[config.mk]
export PLATFORM = sky130hd
export DESIGN_NAME = max_priority_queue_top
export DESIGN_NICKNAME = d
export VERILOG_FILES = /design/src/design/mpq_pkg.sv /design/src/design/mpq_ram.sv /design/src/design/mpq_cmp.sv /design/src/design/max_priority_queue_top.sv
export SDC_FILE = /design/constraint.sdc
export NUM_CORES = 1
export LEC_CHECK = 0
export BUFFER_PORTS_ARGS = -buffer_cell sky130_fd_sc_hd__buf_2
export CAP_MARGIN = 10
export CORE_MARGIN = 2
export CORE_UTILIZATION = 53
export CTS_CLUSTER_DIAMETER = 200
export CTS_CLUSTER_SIZE = 40
export DETAILED_ROUTE_END_ITERATION = 12
export GPL_TIMING_DRIVEN = 0
export PLACE_DENSITY = 0.7
export SKIP_CTS_REPAIR_TIMING = 1
export SLEW_MARGIN = 20
export SYNTH_ARGS = -nofsm -noshare
export SYNTH_HDL_FRONTEND = slang
export SYNTH_SLANG_ARGS = --single-unit
[constraint.sdc]
create_clock -name clock -period 6.15 [get_ports clock]
set_input_delay 0.615 -clock clock [delete_from_list [all_inputs] [get_ports clock]]
set_output_delay 0.615 -clock clock [all_outputs]
set_load 0.05 [all_outputs]
[src/design/mpq_pkg.sv]
// mpq_pkg: shared types and constants for the max priority queue
// word layouts, status and operation codes, entry format
// no dependencies
package mpq_pkg;

   localparam int KEY_W     = 16;
   localparam int TAG_W     = 8;
   localparam int LEVEL_W   = 5;
   localparam int DEPTH_DEF = 16;

   typedef enum logic {
      OP_PUSH = 1'b0,
      OP_POP  = 1'b1
   } mpq_op_type;

   typedef enum logic [1:0] {
      ST_DONE  = 2'd0,
      ST_FULL  = 2'd1,
      ST_EMPTY = 2'd2
   } mpq_status_type;

   typedef struct packed {
      mpq_op_type       operation;
      logic [KEY_W-1:0] key;
      logic [TAG_W-1:0] tag;
   } mpq_req_type;

   typedef struct packed {
      mpq_status_type     status;
      logic [KEY_W-1:0]   out_key;
      logic [TAG_W-1:0]   out_tag;
      logic [LEVEL_W-1:0] level;
   } mpq_rsp_type;

   typedef struct packed {
      logic [KEY_W-1:0] key;
      logic [TAG_W-1:0] tag;
   } mpq_entry_type;

   localparam int ENTRY_W = $bits(mpq_entry_type);

endpackage

[src/design/mpq_ram.sv]
// mpq_ram: generic single write port, single read port ram
// read data is registered; no dependencies
module mpq_ram #(
   parameter int WIDTH = 8,
   parameter int DEPTH = 16,
   localparam int ADDR_W = (DEPTH > 1) ? $clog2(DEPTH) : 1
) (
   input  logic              clock,
   input  logic              wr_en,
   input  logic [ADDR_W-1:0] wr_addr,
   input  logic [WIDTH-1:0]  wr_data,
   input  logic              rd_en,
   input  logic [ADDR_W-1:0] rd_addr,
   output logic [WIDTH-1:0]  rd_data
);

   logic [WIDTH-1:0] mem_ff [DEPTH];
   logic [WIDTH-1:0] rd_data_ff;

   always_ff @(posedge clock) begin
      if (wr_en) begin
         mem_ff[wr_addr] <= wr_data;
      end
      if (rd_en) begin
         rd_data_ff <= mem_ff[rd_addr];
      end
   end

   assign rd_data = rd_data_ff;

endmodule

[src/design/mpq_cmp.sv]
// mpq_cmp: shared key comparator that tracks the running maximum
// depends on mpq_pkg for the entry type
module mpq_cmp import mpq_pkg::*; #(
   parameter int ADDR_W = 4
) (
   input  logic              clock,
   input  logic              cmp_valid,
   input  logic              cmp_first,
   input  logic [ADDR_W-1:0] cmp_idx,
   input  mpq_entry_type     cmp_entry,
   output mpq_entry_type     best_entry,
   output logic [ADDR_W-1:0] best_pos
);

   mpq_entry_type     best_ff;
   logic [ADDR_W-1:0] pos_ff;
   logic              take;

   // strict greater-than keeps the oldest of equal keys
   assign take = cmp_valid && (cmp_first || (cmp_entry.key > best_ff.key));

   always_ff @(posedge clock) begin
      if (take) begin
         best_ff <= cmp_entry;
         pos_ff  <= cmp_idx;
      end
   end

   assign best_entry = best_ff;
   assign best_pos   = pos_ff;

endmodule

[src/design/max_priority_queue_top.sv]
// max_priority_queue_top: bounded max priority queue, unsorted storage in arrival order
// depends on mpq_pkg, mpq_ram, mpq_cmp
//
// usage
//   req channel carries one word per operation: push (key, tag) or pop
//   rsp channel returns one word per request: status, popped key/tag, level
//   both channels are valid/ready; a word moves when valid and ready are high
// operation flow
//   push, refused push and refused pop: result written to the output register on accept
//   pop of a queue holding n entries: one ram read per cycle scans all n
//   entries through the shared comparator, the S_PREP state sets up the
//   shift, then one ram copy per cycle closes the gap behind the maximum;
//   the result is registered as the sequencer returns to idle
//   the single ram port pair and the one comparator make this entry by entry
//   one request is in work at a time; req_ready is low during a pop
// stall and reset
//   a result waiting on rsp_ready holds the output register; a new request
//   is taken only once that word leaves (or leaves in the same cycle)
//   reset empties the queue; storage contents are not cleared
module max_priority_queue_top import mpq_pkg::*; #(
   parameter int DEPTH = DEPTH_DEF
) (
   input  logic        clock,
   input  logic        reset,
   input  logic        req_valid,
   output logic        req_ready,
   input  mpq_req_type req_data,
   output logic        rsp_valid,
   input  logic        rsp_ready,
   output mpq_rsp_type rsp_data
);

   localparam int ADDR_W = (DEPTH > 1) ? $clog2(DEPTH) : 1;
   localparam int CNT_W  = $clog2(DEPTH + 1);

   typedef enum logic [3:0] {
      S_IDLE  = 4'b0001,
      S_SCAN  = 4'b0010,
      S_PREP  = 4'b0100,
      S_SHIFT = 4'b1000
   } state_type;

   state_type state_ff, state_in;

   // queue fill and sequencer counters
   logic [CNT_W-1:0]  count_ff, count_in;
   logic [CNT_W-1:0]  rd_ptr_ff, rd_ptr_in;   // next entry to read in scan
   logic [CNT_W-1:0]  dat_idx_ff, dat_idx_in; // entry on ram read data now
   logic [ADDR_W-1:0] wptr_ff, wptr_in;       // shift destination

   // result register
   logic        rsp_valid_ff, rsp_valid_in;
   mpq_rsp_type rsp_data_ff, rsp_data_in;

   // ram ports
   logic              wr_en, rd_en;
   logic [ADDR_W-1:0] wr_addr, rd_addr;
   mpq_entry_type     wr_data, rd_data;

   // comparator
   logic              cmp_valid, cmp_first;
   logic [ADDR_W-1:0] best_pos;
   mpq_entry_type     best_entry;

   logic             accept;
   logic             out_free;
   logic [CNT_W-1:0] last_idx;
   mpq_entry_type    push_entry;

   assign out_free  = !rsp_valid_ff || rsp_ready;
   assign req_ready = (state_ff == S_IDLE) && out_free;
   assign accept    = req_valid && req_ready;
   assign last_idx  = count_ff - CNT_W'(1);

   assign push_entry.key = req_data.key;
   assign push_entry.tag = req_data.tag;

   mpq_ram #(
      .WIDTH (ENTRY_W),
      .DEPTH (DEPTH)
   ) u_ram (
      .clock   (clock),
      .wr_en   (wr_en),
      .wr_addr (wr_addr),
      .wr_data (wr_data),
      .rd_en   (rd_en),
      .rd_addr (rd_addr),
      .rd_data (rd_data)
   );

   mpq_cmp #(
      .ADDR_W (ADDR_W)
   ) u_cmp (
      .clock      (clock),
      .cmp_valid  (cmp_valid),
      .cmp_first  (cmp_first),
      .cmp_idx    (dat_idx_ff[ADDR_W-1:0]),
      .cmp_entry  (rd_data),
      .best_entry (best_entry),
      .best_pos   (best_pos)
   );

   always_comb begin
      state_in     = state_ff;
      count_in     = count_ff;
      rd_ptr_in    = rd_ptr_ff;
      dat_idx_in   = dat_idx_ff;
      wptr_in      = wptr_ff;
      rsp_valid_in = rsp_valid_ff && !rsp_ready;
      rsp_data_in  = rsp_data_ff;
      wr_en        = 1'b0;
      wr_addr      = count_ff[ADDR_W-1:0];
      wr_data      = push_entry;
      rd_en        = 1'b0;
      rd_addr      = rd_ptr_ff[ADDR_W-1:0];
      cmp_valid    = 1'b0;
      cmp_first    = 1'b0;

      case (state_ff)
         S_IDLE: begin
            if (accept) begin
               rsp_data_in.out_key = '0;
               rsp_data_in.out_tag = '0;
               if (req_data.operation == OP_PUSH) begin
                  rsp_valid_in = 1'b1;
                  if (count_ff == CNT_W'(DEPTH)) begin
                     rsp_data_in.status = ST_FULL;
                     rsp_data_in.level  = LEVEL_W'(count_ff);
                  end else begin
                     wr_en              = 1'b1;
                     count_in           = count_ff + CNT_W'(1);
                     rsp_data_in.status = ST_DONE;
                     rsp_data_in.level  = LEVEL_W'(count_ff + CNT_W'(1));
                  end
               end else if (count_ff == '0) begin
                  rsp_valid_in       = 1'b1;
                  rsp_data_in.status = ST_EMPTY;
                  rsp_data_in.level  = '0;
               end else begin
                  // start the scan with entry zero
                  rd_en      = 1'b1;
                  rd_addr    = '0;
                  rd_ptr_in  = CNT_W'(1);
                  dat_idx_in = '0;
                  state_in   = S_SCAN;
               end
            end
         end

         S_SCAN: begin
            cmp_valid  = 1'b1;
            cmp_first  = (dat_idx_ff == '0);
            dat_idx_in = dat_idx_ff + CNT_W'(1);
            if (rd_ptr_ff < count_ff) begin
               rd_en     = 1'b1;
               rd_ptr_in = rd_ptr_ff + CNT_W'(1);
            end
            if (dat_idx_ff == last_idx) begin
               state_in = S_PREP;
            end
         end

         S_PREP: begin
            // maximum is known; fetch the entry just behind it
            rd_en   = 1'b1;
            rd_addr = best_pos + ADDR_W'(1);
            wptr_in = best_pos;
            if (CNT_W'(best_pos) == last_idx) begin
               state_in = S_IDLE;
            end else begin
               state_in = S_SHIFT;
            end
         end

         S_SHIFT: begin
            wr_en   = 1'b1;
            wr_addr = wptr_ff;
            wr_data = rd_data;
            rd_en   = 1'b1;
            rd_addr = wptr_ff + ADDR_W'(1) + ADDR_W'(1);
            wptr_in = wptr_ff + ADDR_W'(1);
            if (CNT_W'(wptr_ff) + CNT_W'(1) == last_idx) begin
               state_in = S_IDLE;
            end
         end

         default: begin
            state_in = S_IDLE;
         end
      endcase

      // pop completes on the way back to idle
      if (state_ff != S_IDLE && state_in == S_IDLE) begin
         count_in            = last_idx;
         rsp_valid_in        = 1'b1;
         rsp_data_in.status  = ST_DONE;
         rsp_data_in.out_key = best_entry.key;
         rsp_data_in.out_tag = best_entry.tag;
         rsp_data_in.level   = LEVEL_W'(last_idx);
      end
   end

   always_ff @(posedge clock) begin
      if (reset) begin
         state_ff     <= S_IDLE;
         count_ff     <= '0;
         rd_ptr_ff    <= '0;
         dat_idx_ff   <= '0;
         wptr_ff      <= '0;
         rsp_valid_ff <= 1'b0;
      end else begin
         state_ff     <= state_in;
         count_ff     <= count_in;
         rd_ptr_ff    <= rd_ptr_in;
         dat_idx_ff   <= dat_idx_in;
         wptr_ff      <= wptr_in;
         rsp_valid_ff <= rsp_valid_in;
      end
   end

   always_ff @(posedge clock) begin
      rsp_data_ff <= rsp_data_in;
   end

   assign rsp_valid = rsp_valid_ff;
   assign rsp_data  = rsp_data_ff;

endmodule

==> Yosys cells after proc, flatten, opt, wreduce, memory -nomap -nowiden <==
Memory sizes are Yosys's and may differ from the RTL's. A register that Yosys moved wholly into a read port is not among the register bits.
Cells that the tools add are included.
{ "totals": {"input_bits": 29, "memories": 1, "reg_bits": 83, "latchBits": 0, "ram_bits": 384, "rom_bits": 0, "out_inout_bits": 33} }
{ "classes": {"reduce_logical": 22, "eq_ne": 17, "n_shift": 0, "bitwise_logic": 0, "multipliers": 0, "n_mux": 54, "div": 0, "order_cmp": 2, "addsub": 8} }
{ "memory_table": {"columns": ["memory", "depth", "width", "rd", "rd_ports_with_merged_regs", "wr", "line", "text"], "rows": [
  ["u_ram.mem_ff", 16, 24, 1, 1, 1, "mpq_ram.sv:17", "logic [WIDTH-1:0] mem_ff [DEPTH];"]
]} }
{ "ops": {"columns": ["op", "count"], "rows": [
  ["$mux W29", 3],
  ["$mux W5", 14],
  ["$mux W4", 10],
  ["$mux W24", 1],
  ["$pmux W5 S2", 2],
  ["$mux W1", 17],
  ["$gt A16 B16 Y1", 1],
  ["$pmux W4 S4", 1],
  ["$add A5 B1 Y5 const B", 3],
  ["$add A4 B1 Y4 const B", 3],
  ["$pmux W4 S3", 1],
  ["$eq A5 B5 Y1", 2],
  ["$logic_not A5 Y1", 2],
  ["$reduce_and A3 Y1", 3],
  ["$eq A4 B1 Y1 const B", 2],
  ["$ne A2 B2 Y1 const B", 4],
  ["$pmux W4 S2", 1],
  ["$reduce_bool A2 Y1", 4],
  ["$add A4 B1 Y5 const B", 1],
  ["$eq A4 B5 Y1", 1],
  ["$eq A5 B5 Y1 const B", 1],
  ["$logic_and A1 B1 Y1", 5],
  ["$lt A5 B5 Y1", 1],
  ["$reduce_and A5 Y1", 1],
  ["15 further kinds", 19]
]} }

==> Logic depth before layout (Yosys ltp) <==
Gate-level depths: netlist of the first run.
{ "logic_depth": {"depth_word": 10, "depth_mapped": 14, "mapped_depth_nobuf": 10} }

==> By module <==
A second synthesis of the first run with hierarchy kept.
{ "unflattened": {"hier_cells": 1128, "area_unflattened_um2": 19859.0} }
{ "modules_own_cells": {"columns": ["module", "area_each_um2", "n_inst", "seq_area_each_um2", "cells_per_inst"], "rows": [
  ["mpq_ram", 15170.8, 1, 12251.8, 636],
  ["max_priority_queue_top", 3440.8, 1, 1391.3, 407],
  ["mpq_cmp", 1247.4, 1, 840.8, 85]
]} }

==> Worst setup path after synthesis of the first run <==
No wires, ideal clock.
{ "synth_path": {"path_type": "flip-flop to flip-flop", "from": "register state_ff[0]", "to": "memory u_ram.mem_ff[4][0] in the netlist's numbering (enable)", "setup_time_ns": 0.405, "t_arrival_ns": 2.934, "period_less_slack_ns": 3.339, "path_slack_ns": 2.811, "path_stages_with_launch": 8, "cell_sequence": "dfxtp_1 -> nor4b_2 -> nand3_1 -> nor2_1 -> nand2_1 -> o21ai_0 -> a32oi_1 -> nor2_1"} }
{ "synth_between": {"elab_chain_len": 7} }
{ "synth_rtl": {"columns": ["item", "line", "text"], "rows": [
  ["from (decl)", "max_priority_queue_top.sv:43", "state_type state_ff, state_in;"],
  ["from (signal assigned)", "max_priority_queue_top.sv:212", "state_ff <= state_in;"],
  ["$eq A4 B1 Y1", "max_priority_queue_top.sv:71, max_priority_queue_top.sv:119", null],
  ["$logic_and A1 B1 Y1", "max_priority_queue_top.sv:71", "assign req_ready = (state_ff == S_IDLE) && out_free;"],
  ["$logic_and A1 B1 Y1", "max_priority_queue_top.sv:72", "assign accept = req_valid && req_ready;"],
  ["$mux W1", "max_priority_queue_top.sv:121", "if (accept) begin"],
  ["$pmux W1 S2", "max_priority_queue_top.sv:119", "case (state_ff)"],
  ["$mux W1", "mpq_ram.sv:21", "if (wr_en) begin"],
  ["$mux W1 (not written as such)", "mpq_ram.sv:22", "mem_ff[wr_addr] <= wr_data;"],
  ["to (decl)", "mpq_ram.sv:17", null]
]} }
Parallel ways exist; a longest one is shown, timed or not.

==> Worst setup path in the final report of the first run <==
{ "layout_path": {"from": "register count_ff[0]", "to": "register u_ram.rd_data_ff[3] (netlist: u_ram.rd_data[3]), read port of u_ram.mem_ff (data pin)"} }
{ "layout_between": {"elab_chain_len": 5} }
{ "layout_rtl": {"columns": ["item", "line", "text"], "rows": [
  ["from (decl)", "max_priority_queue_top.sv:46", "logic [CNT_W-1:0] count_ff, count_in;"],
  ["from (signal assigned)", "max_priority_queue_top.sv:213", "count_ff <= count_in;"],
  ["parallel branches: the longest is 5 deep, another holds $lt A5 B5 Y1", null, null],
  ["to (decl)", "mpq_ram.sv:18", "logic [WIDTH-1:0] rd_data_ff;"]
]} }
Parallel ways; which one is timed is not known.
A chain may end at the register's enable or synchronous reset.

==> results of run 1 <==
## cell usage after synthesis (6+ instances only)
master | number | share of area [%]
edfxtp_1 | 465 | 68
nand2_1 | 211 | 3.8
a211oi_1 | 112 | 4.1
and2_1 | 71 | 2.2
clkbuf_1 | 53 | 0.97
mux2i_1 | 52 | 2.5
nor2_1 | 49 | 0.89
and2_0 | 37 | 1.1
a311oi_1 | 31 | 1.3
inv_1 | 30 | 0.55
ha_1 | 28 | 1.7
dfxtp_1 | 26 | 2.5
buf_2 | 24 | 0.58
a31oi_1 | 22 | 0.67
xnor2_1 | 19 | 0.81
a21oi_1 | 18 | 0.44
nand3_1 | 16 | 0.39
or4_1 | 15 | 0.55
nor3_1 | 14 | 0.34
and3_1 | 12 | 0.36
mux2_2 | 12 | 0.66
xor2_1 | 11 | 0.47
a221o_1 | 10 | 0.49
o32ai_1 | 9 | 0.38
a211oi_2 | 8 | 0.49
o21ai_0 | 8 | 0.19
o21a_1 | 7 | 0.26
a21o_1 | 6 | 0.22
nand2b_1 | 6 | 0.18
nor2b_1 | 6 | 0.18
## worst min-delay path, delay by kind of cell
family	cells	cell delay, ns
buffers and inverters	1	0.07
AND/OR/NAND/NOR	1	0.14
AO/OA/AOI/OAI	1	0.07
## final cells by class
type                    count  area share (%)
well taps                 518            2.86
plain buffers              90            1.84
inverters                  30           0.498
flip-flops and latches    491            64.0
clock buffers              27            2.05
repair buffers             75            3.25
clock inverters             1           0.133
multi-input cells         845            25.4
## cells in the final DEF, fill, tap and decap left out, drive strengths merged, types with 4 or more instances in the layout
master    n
buf     112
a211oi  120
o32ai     9
inv      30
clkbuf   80
o21a      8
a21oi    18
a22oi     4
nand3    16
and3     12
edfxtp  465
xnor2    19
nand2   212
dfxtp    26
nor3     14
or4      15
nor2     50
ha       28
mux2     12
a311oi   31
xor2     11
a31oi    22
nand4     5
a21o      6
a221o    10
nor2b     6
nand2b    6
nor4b     5
o21ai    10
mux2i    53
and2    112
## sequential cells by signal, indices dropped and copies added (netlist names)
name	flops
rsp_valid	1
u_ram.rd_data	24
state_ff	4
rsp_data	31
rd_ptr_ff	5
u_cmp.best_entry	24
dat_idx_ff	5
wptr_ff	4
u_cmp.best_pos	4
u_ram.mem_ff	384
count_ff	5
## how the worst max path moves through the flow
stage                              end         from  cells past startpoint
floorplan           u_ram.mem_ff[4][0]  state_ff[0]                      7
global placement    u_ram.mem_ff[7][8]  state_ff[0]                      7
detailed placement    u_ram.rd_data[3]  count_ff[0]                     13
CTS                   u_ram.rd_data[3]  count_ff[0]                     13
global route          u_ram.rd_data[3]  count_ff[0]                     13
finish                u_ram.rd_data[3]  count_ff[0]                     13
## logic make-up after synthesis
kind of cell             Yosys count
buffers and inverters            120
AO/OA/AOI/OAI                    259
XOR/XNOR                          31
AND/OR/NAND/NOR                  462
adder cells (fa/ha/maj)           28
multiplexers                      65
flip-flops                       491
## metal layers
layer,GRT usage [%],vias to the layer above
li1,-,5668
met1,33.9,6221
met2,41.2,518
met3,2.82,69
met4,6.62,2
met5,0,-
## power by group
part           total (mW)  switching (mW)  internal, mW
clock                1.49           0.950         0.538
combinational        2.32            1.56         0.765
sequential           4.14           0.115          4.03
total                7.95            2.62          5.33
## stage by stage
stage                     utilization [%]  worst slack, ns
after floorplan                         -             2.81
after global placement               55.9             1.12
after detailed placement             57.4             1.77
after CTS                            58.7             1.72
after global routing                 58.7             1.41
final                                58.7             1.65
==> results_dict.tcl, run 1 <==
set metrics [dict create \
    synth_compound_area_share_pct 9.72 \
    async_reset_ff_share_pct 0 \
    synth-seq-cells 491 \
    status "complete, no violations" \
    min_to "rsp_valid" \
    die_w_um 201 \
    detailroute.via_count 12500 \
    netlist_instances 1456 \
    wl_met2_mm 24.0 \
    drt_wl_total_mm 49.7 \
    layout-drive-gt1-share_pct 11.8 \
    crit_path_end_kind "flip-flop" \
    port_buffers 59 \
    ant_nets 0 \
    cts-root-buf "clkbuf_16" \
    yosys.cell_types.count 67 \
    crit_chain "clkbuf_1 > inv_1 > ha_1 > nor4b_1 > nand2b_1 > nor2_4 > o21ai_2 > buf_2 > buf_2 > clkbuf_1 > nand2_1 > a31oi_1 > a221o_1" \
    die_y_um 201 \
    grt_antenna_before_repair 1 \
    layout.nets 1606 \
    min-delay-start "rsp_ready" \
    multiInputGateArea_um2 5740 \
    fin_skew_ns 0.0477 \
    drv_slew 0 \
    drcViolationCount 0 \
    clock_path_buffers 3 \
    synth_ff_type "edfxtp_1" \
    cts.sinks 491 \
    synth_xor_area_share_pct 1.38 \
    grt_start_max_net_pins 42 \
    timing.rr.end "u_ram.rd_data[3]" \
    area_growth_pct 9.82 \
    setup_tns_ns 0 \
    clk_pin_slew_worst_paths_ns 0.14 \
    grt_use_total_pct 24.4 \
    hold_depth 3 \
    fillerInstances 2935 \
    critical_path_class "reg2reg" \
    cts_tree "built" \
    synth_area_um2 20600 \
    reg2regPathDepth 13 \
    critPathTopFamily "buffers and inverters" \
    reg2reg_slack_ns 1.65 \
    vias_per_cell 6.01 \
    synth_top_family_by_area "simple AND/OR/NAND/NOR gates" \
    hold_ws_ns 0.396 \
    route.met3.wl_mm 3.81 \
    power.total_mw 7.95 \
    synth_area_per_cell_um2 14.2 \
    cts_max_level 1 \
    dp_hpwl_mm 34.8 \
    synthMuxAreaShare_pct 3.25 \
    fin_crit_ns 4.50 \
    rows 72 \
    rsz0062_at_grt "false" \
    cp.buffers_inverters 5 \
    worstSkewPairLatency_ns 0.55 \
    r2r_start "count_ff[0]" \
    required_ns 6.57 \
    placed_area_um2 22100 \
    timing.max_slew.rel_slack_pct 21.5 \
    synth-edff-count 465 \
    antenna_cells 0 \
    fin_crit_sh_pct 73.2 \
    arrival_ns 4.92 \
    synthSimpleGateAreaFrac_pct 11.1 \
    coreArea_um2 38600 \
    worst_slew_pin_slew_ns 1.18 \
    cp_max_fo 10 \
    m1WireLength_mm 20.5 \
    leakage_nw 7.71 \
    seqCellArea_um2 14500 \
    overflow 0 \
    fmax_mhz 222 \
    finalHoldViolations 0 \
    wl_per_cell_um 23.9 \
    slowest_stage "o21ai_2" \
    top_layer "met5" \
    setup_violations 0 \
    initial_core_util_pct 53.4 \
    place.gp.congestion 0.876 \
    fp.dieArea_um2 40500 \
    ir_worst_vdd_mv 0.186 \
    final_cells 2077 \
    synthAdderAreaFrac_pct 1.70 \
    drt_pass1_iterations 5 \
    grt_pass1_wl_mm 74.2 \
    worst_hold_path_type "in2reg" \
    maxCapViolations 0 \
    cpPeakStageDelay_ns 0.48 \
    ys_seq_area_share_pct 70.3 \
    critPathLaunchType "flip-flop" \
    cts_buffers 16 \
    grt_pass1_vias 12200 \
    synth.net_count 1513 \
    dp.cells 2049 \
    drt_iter0_drc 1466 \
    p_per_area_nw_per_um2 351 \
    boundaryPins 62 \
    stdcell_area_um2 22600 \
    yosys_warnings 0 \
]
Note: power is estimated with default switching activity, not from simulation.
==> run 2: changes to the inputs <==
--- a/config.mk
+++ b/config.mk
@@ -5,6 +5,7 @@
 export SDC_FILE = /design/constraint.sdc
 export NUM_CORES = 1
 export LEC_CHECK = 0
+export ABC_AREA = 1
 export BUFFER_PORTS_ARGS = -buffer_cell sky130_fd_sc_hd__buf_2
 export CAP_MARGIN = 10
 export CORE_MARGIN = 2
==> constraint.sdc (replaced) <==
create_clock -name clock -period 4.6 [get_ports clock]
set_input_delay 0.46 -clock clock [delete_from_list [all_inputs] [get_ports clock]]
set_output_delay 0.46 -clock clock [all_outputs]
set_load 0.05 [all_outputs]
==> results_dict.tcl, run 2 <==
set metrics [dict create \
    async_reset_ff_share_pct 0 \
    critical_path_class "reg2reg" \
    fin_crit_ns 3.43 \
    yosys.cell_types.count 40 \
    clock_path_buffers 3 \
    synth_xor_area_share_pct 0.450 \
    drt_wl_total_mm 57.8 \
    drv_slew 0 \
    wl_per_cell_um 21.8 \
    ir_worst_vdd_mv 0.422 \
    synthAdderAreaFrac_pct 1.64 \
    setup_violations 0 \
    initial_core_util_pct 53.7 \
    cts_tree "built" \
    layout-drive-gt1-share_pct 10.6 \
    port_buffers 61 \
    largest_reg_flops 384 \
    cp.buffers_inverters 4 \
    cts_buffers 16 \
    critPathLaunchType "flip-flop" \
    crit_path_end_kind "flip-flop" \
    placed_area_um2 22900 \
    boundaryPins 62 \
    rows 73 \
    hold_ws_ns 0.189 \
    layout.nets 2186 \
    stdcell_area_um2 23400 \
    grt_antenna_before_repair 0 \
    drt_pass1_iterations 6 \
    ys_seq_area_share_pct 67.7 \
    slowest_stage "o21ai_2" \
    p_per_area_nw_per_um2 457 \
    area_growth_pct 9.25 \
    fin_skew_ns 0.0318 \
    drcViolationCount 0 \
    final_common_cell "nand2_1" \
    synth-edff-count 465 \
    synthSimpleGateAreaFrac_pct 24.4 \
    timing.max_slew.rel_slack_pct 42.7 \
    crit_chain "nor2_1 > nand3_2 > buf_2 > nand2_1 > o21ai_2 > ha_1 > inv_1 > o21ai_2 > buf_2 > buf_2 > nand2_1 > nand3_1 > nand3_1 > nand2_1" \
    rsz0062_at_grt "false" \
    layout_common_cells "nand2_1, edfxtp_1, nand3_1" \
    synth_top_area_share_pct 65.3 \
    cts-root-buf "clkbuf_16" \
    yosys-top-cells-area "edfxtp_1, nand2_1, nand3_1, dfxtp_1, buf_2" \
    fp.dieArea_um2 42000 \
    cts.sinks 491 \
    coreArea_um2 39800 \
    worst_hold_path_type "in2reg" \
    cts_max_level 1 \
    top_register "u_ram.mem_ff" \
    maxCapViolations 0 \
    worst_slew_pin_slew_ns 0.851 \
    synth-seq-cells 491 \
    clk_pin_slew_worst_paths_ns 0.15 \
    drt_iter0_drc 2226 \
    leakage_nw 9.22 \
    synth_compound_area_share_pct 1.74 \
    cp_max_fo 10 \
    setup_tns_ns 0 \
    synth_top_family_by_area "simple AND/OR/NAND/NOR gates" \
    fmax_mhz 292 \
    power.total_mw 10.7 \
    detailroute.via_count 15400 \
    synthMuxAreaShare_pct 0 \
    grt_pass1_wl_mm 87.2 \
    grt_start_max_net_pins 42 \
    final_cells 2658 \
    yosys_warnings 0 \
    synthTopCellsByCount "nand2_1, edfxtp_1, nand3_1, nor2_1, buf_2" \
    grt_use_total_pct 28.1 \
    cpPeakStageDelay_ns 0.52 \
    worstSkewPairLatency_ns 0.55 \
    synth_ff_type "edfxtp_1" \
    place.gp.congestion 0.875 \
    critPathTopFamily "simple AND/OR/NAND/NOR gates" \
    required_ns 5.01 \
    die_y_um 205 \
    die_w_um 205 \
    grt_pass1_vias 14800 \
    yosysMostFrequentCell "nand2_1" \
    synth.net_count 2090 \
    status "complete, no violations" \
    synth_top_cell_by_area "edfxtp_1" \
    dp_hpwl_mm 39.9 \
    overflow 0 \
    synth_area_per_cell_um2 10.5 \
    netlist_instances 2033 \
    arrival_ns 3.84 \
    fin_crit_sh_pct 74.5 \
    synth_area_um2 21400 \
    ant_nets 0 \
    antenna_cells 0 \
    finalHoldViolations 0 \
    vias_per_cell 5.80 \
    dp.cells 2636 \
]
run 2: stage by stage:
step | worst slack (ns) | util, %
6_report | 1.17 | 58.7
5_1_grt | 0.979 | 58.7
4_1_cts | 0.933 | 58.7
3_5_place_dp | 0.973 | 57.5
3_3_place_gp | 0.281 | 56.1
2_1_floorplan | 1.44 | -
run 2: cell type report:
type / instances / area (um2)
Buffer: 112 / 552
Clock buffer: 20 / 415
Clock inverter: 2 / 46.3
Fill cell: 3277 / 16500
Inverter: 84 / 315
Multi-Input combinational cell: 1346 / 6180
Sequential cell: 491 / 14500
Tap cell: 525 / 657
Timing Repair Buffer: 78 / 721
run 2: final timing paths:
kind,startpoint,to,slack (ns),depth (start not counted)
setup / recovery,state_ff[0],u_ram.rd_data[16],1.17,14
hold / removal,reset,dat_idx_ff[0],0.19,4
hold reg to reg,u_ram.rd_data[6],u_cmp.best_entry[6],0.47,0
setup reg to reg,state_ff[0],u_ram.rd_data[16],1.17,14
run 2: kinds of logic after synthesis:
logic type | Yosys count
adder cells (fa/ha/maj) | 28
buffers and inverters | 196
AND/OR/NAND/NOR | 1241
AO/OA/AOI/OAI | 66
XOR/XNOR | 11
flip-flops | 491
run 2: worst register-to-register path, cell delays in order (launching register included):
cell and delay [ns]:
dfxtp_1 0.36, nor2_1 0.17, nand3_2 0.17, buf_2 0.22
nand2_1 0.08, o21ai_2 0.08, ha_1 0.28, inv_1 0.04
o21ai_2 0.52, buf_2 0.38, buf_2 0.35, nand2_1 0.10
nand3_1 0.09, nand3_1 0.26, nand2_1 0.18
run 2: routing by layer:
layer | wire length (um) | up-vias | track usage (%)
met5 | 0 | - | 0
met4 | 1880 | 0 | 8.45
met3 | 6100 | 129 | 5.11
met2 | 27400 | 870 | 46.7
met1 | 22400 | 7336 | 37.9
li1 | - | 7093 | -
run 2: power breakdown:
| group | switching (mW) | internal [mW] | leakage (nW) |
|---|---|---|---|
| registers | 0.136 | 5.36 | 4.43 |
| clock network | 1.29 | 0.671 | 0.220 |
| logic | 2.42 | 0.812 | 4.57 |
| total | 3.85 | 6.84 | 9.22 |
==> run 3: changes to the inputs <==
--- a/config.mk
+++ b/config.mk
@@ -14,7 +14,7 @@
 export CTS_CLUSTER_SIZE = 40
 export DETAILED_ROUTE_END_ITERATION = 12
 export GPL_TIMING_DRIVEN = 0
-export PLACE_DENSITY = 0.7
+export PLACE_DENSITY = 0.72
 export SKIP_CTS_REPAIR_TIMING = 1
 export SLEW_MARGIN = 20
 export SYNTH_ARGS = -nofsm -noshare
==> constraint.sdc (replaced) <==
create_clock -name clock -period 3 [get_ports clock]
set_input_delay 0.3 -clock clock [delete_from_list [all_inputs] [get_ports clock]]
set_output_delay 0.3 -clock clock [all_outputs]
set_load 0.05 [all_outputs]
==> results_dict.tcl, run 3 (synthesized netlist as in run 2, its figures left out) <==
set metrics [dict create \
    ant_nets 0 \
    clk_pin_slew_worst_paths_ns 0.14 \
    arrival_ns 3.28 \
    overflow 0 \
    top_register "u_ram.mem_ff" \
    area_growth_pct 11.3 \
    critical_path_class "reg2reg" \
    reg2reg_slack_ns 0.13 \
    final_common_cell "nand2_1" \
    ir_worst_vdd_mv 0.531 \
    reg2regPathDepth 17 \
    fillerInstances 3226 \
    drt_iter0_drc 2225 \
    grt_use_total_pct 27.9 \
    layout-drive-gt1-share_pct 12.8 \
    rows 73 \
    boundaryPins 62 \
    antenna_cells 0 \
    place.gp.congestion 0.921 \
    fin_util_pct 59.8 \
    seqCellArea_um2 14500 \
    p_per_area_nw_per_um2 699 \
    wl_per_cell_um 21.9 \
    min-delay-start "req_data[24]" \
    multiInputGateArea_um2 6310 \
    maxCapViolations 0 \
    required_ns 3.41 \
    grt_start_max_net_pins 42 \
    detailroute.via_count 15600 \
    timing.rr.end "u_ram.rd_data[22]" \
    drt_pass1_iterations 7 \
    rsz0062_at_grt "false" \
    leakage_nw 9.45 \
    status "complete, no violations" \
    timing.max_slew.rel_slack_pct 42.8 \
    drcViolationCount 0 \
    coreArea_um2 39800 \
    grt_pass1_wl_mm 86.5 \
    drt_wl_total_mm 58.7 \
    largest_reg_flops 384 \
    critPathLaunchType "flip-flop" \
    layout.nets 2205 \
    clock_path_buffers 3 \
    cts_buffers 16 \
    grt_antenna_before_repair 1 \
    fin_crit_sh_pct 95.7 \
    die_w_um 205 \
    crit_path_end_kind "flip-flop" \
    cts_tree "built" \
    die_y_um 205 \
    hold_ws_ns 0.0243 \
    cp_max_fo 10 \
    setup_violations 0 \
    cts.sinks 491 \
    port_buffers 61 \
    power.total_mw 16.6 \
    worst_slew_pin_slew_ns 0.856 \
    layout_common_cells "nand2_1, edfxtp_1, nand3_1" \
    initial_core_util_pct 53.7 \
    min_to "rsp_data[29]" \
    vias_per_cell 5.82 \
    grt_pass1_vias 14600 \
    cts_max_level 1 \
    fin_crit_ns 2.87 \
    fmax_mhz 348 \
    r2r_start "state_ff[0]" \
    worst_hold_path_type "in2reg" \
    drv_slew 0 \
    fp.dieArea_um2 42000 \
    worstSkewPairLatency_ns 0.59 \
    dp_hpwl_mm 40.5 \
    hold_depth 2 \
    cts-root-buf "clkbuf_16" \
    finalHoldViolations 0 \
    fin_skew_ns 0.0442 \
]
## run 3: cell count changes in the layout (fill, tap and decap cells not counted), moves of 6 or more
cell,previous run,this run
buf_2,139,115
buf_4,9,26
buf_6,0,7
clkbuf_1,25,19
clkbuf_2,0,10
clkbuf_4,0,17
nand3_1,364,352
nand3_2,3,13
## run 3: final cells by class
cell class	count	share of cell area, %
sequential	491	60.8
multi-input combinational	1347	26.5
timing repair buffer	98	3.84
tap	525	2.76
buffer	110	2.70
clock buffer	26	1.84
inverter	84	1.36
clock inverter	2	0.194
## run 3: worst max-delay path by stage
stage / depth (start not counted) / start / slack (ns) / to
floorplan: 15 / count_ff[0] / 0.15 / rsp_data[10]
finish: 17 / state_ff[0] / 0.13 / u_ram.rd_data[22]
global placement: 8 / count_ff[0] / -1.24 / u_ram.mem_ff[15][17]
detailed placement: 15 / count_ff[0] / -0.57 / rsp_data[24]
global route: 10 / state_ff[0] / 0.006 / u_ram.mem_ff[2][20]
CTS: 15 / count_ff[0] / -0.61 / rsp_data[24]
## run 3: power by group
group          internal [mW]  switching, mW  leakage, nW
Clock                   1.06           2.00        0.227
Combinational           1.39           3.76         4.79
Sequential              8.21          0.228         4.43
## run 3: worst max-delay path: stages (launching register included)
cell and delay, ns:
dfxtp_1 0.36, nor2_2 0.15, nand3_2 0.13, buf_4 0.17, inv_4 0.13, nand2_1 0.09, o21ai_2 0.12, ha_1 0.27
inv_1 0.09, o21ai_4 0.06, buf_12 0.15, inv_4 0.10, buf_6 0.20, buf_4 0.21, nand2_1 0.10, nand3_1 0.08
nand3_1 0.13, nand2_1 0.16
## run 3: metal layers
| layer | GRT usage, % | vias up | part of all wire (%) |
|---|---|---|---|
| met5 | 0 | - | 0 |
| met4 | 9.22 | 0 | 3.7 |
| met3 | 5.63 | 153 | 12 |
| met2 | 45.2 | 930 | 47 |
| met1 | 37.9 | 7392 | 38 |
| li1 | - | 7133 | - |
## run 3: per-stage QoR
stage | TNS, ns | instances | setup WS, ns | area, um2
detailed placement | -26.48 | 2637 | -0.572 | 22900
finish | 0 | 2683 | 0.130 | 23800
global placement | -467.71 | 2619 | -1.24 | 22400
floorplan | 0 | 2033 | 0.149 | 21400
CTS | -28.82 | 2665 | -0.613 | 23400
global route | 0 | 2683 | 0.00560 | 23800
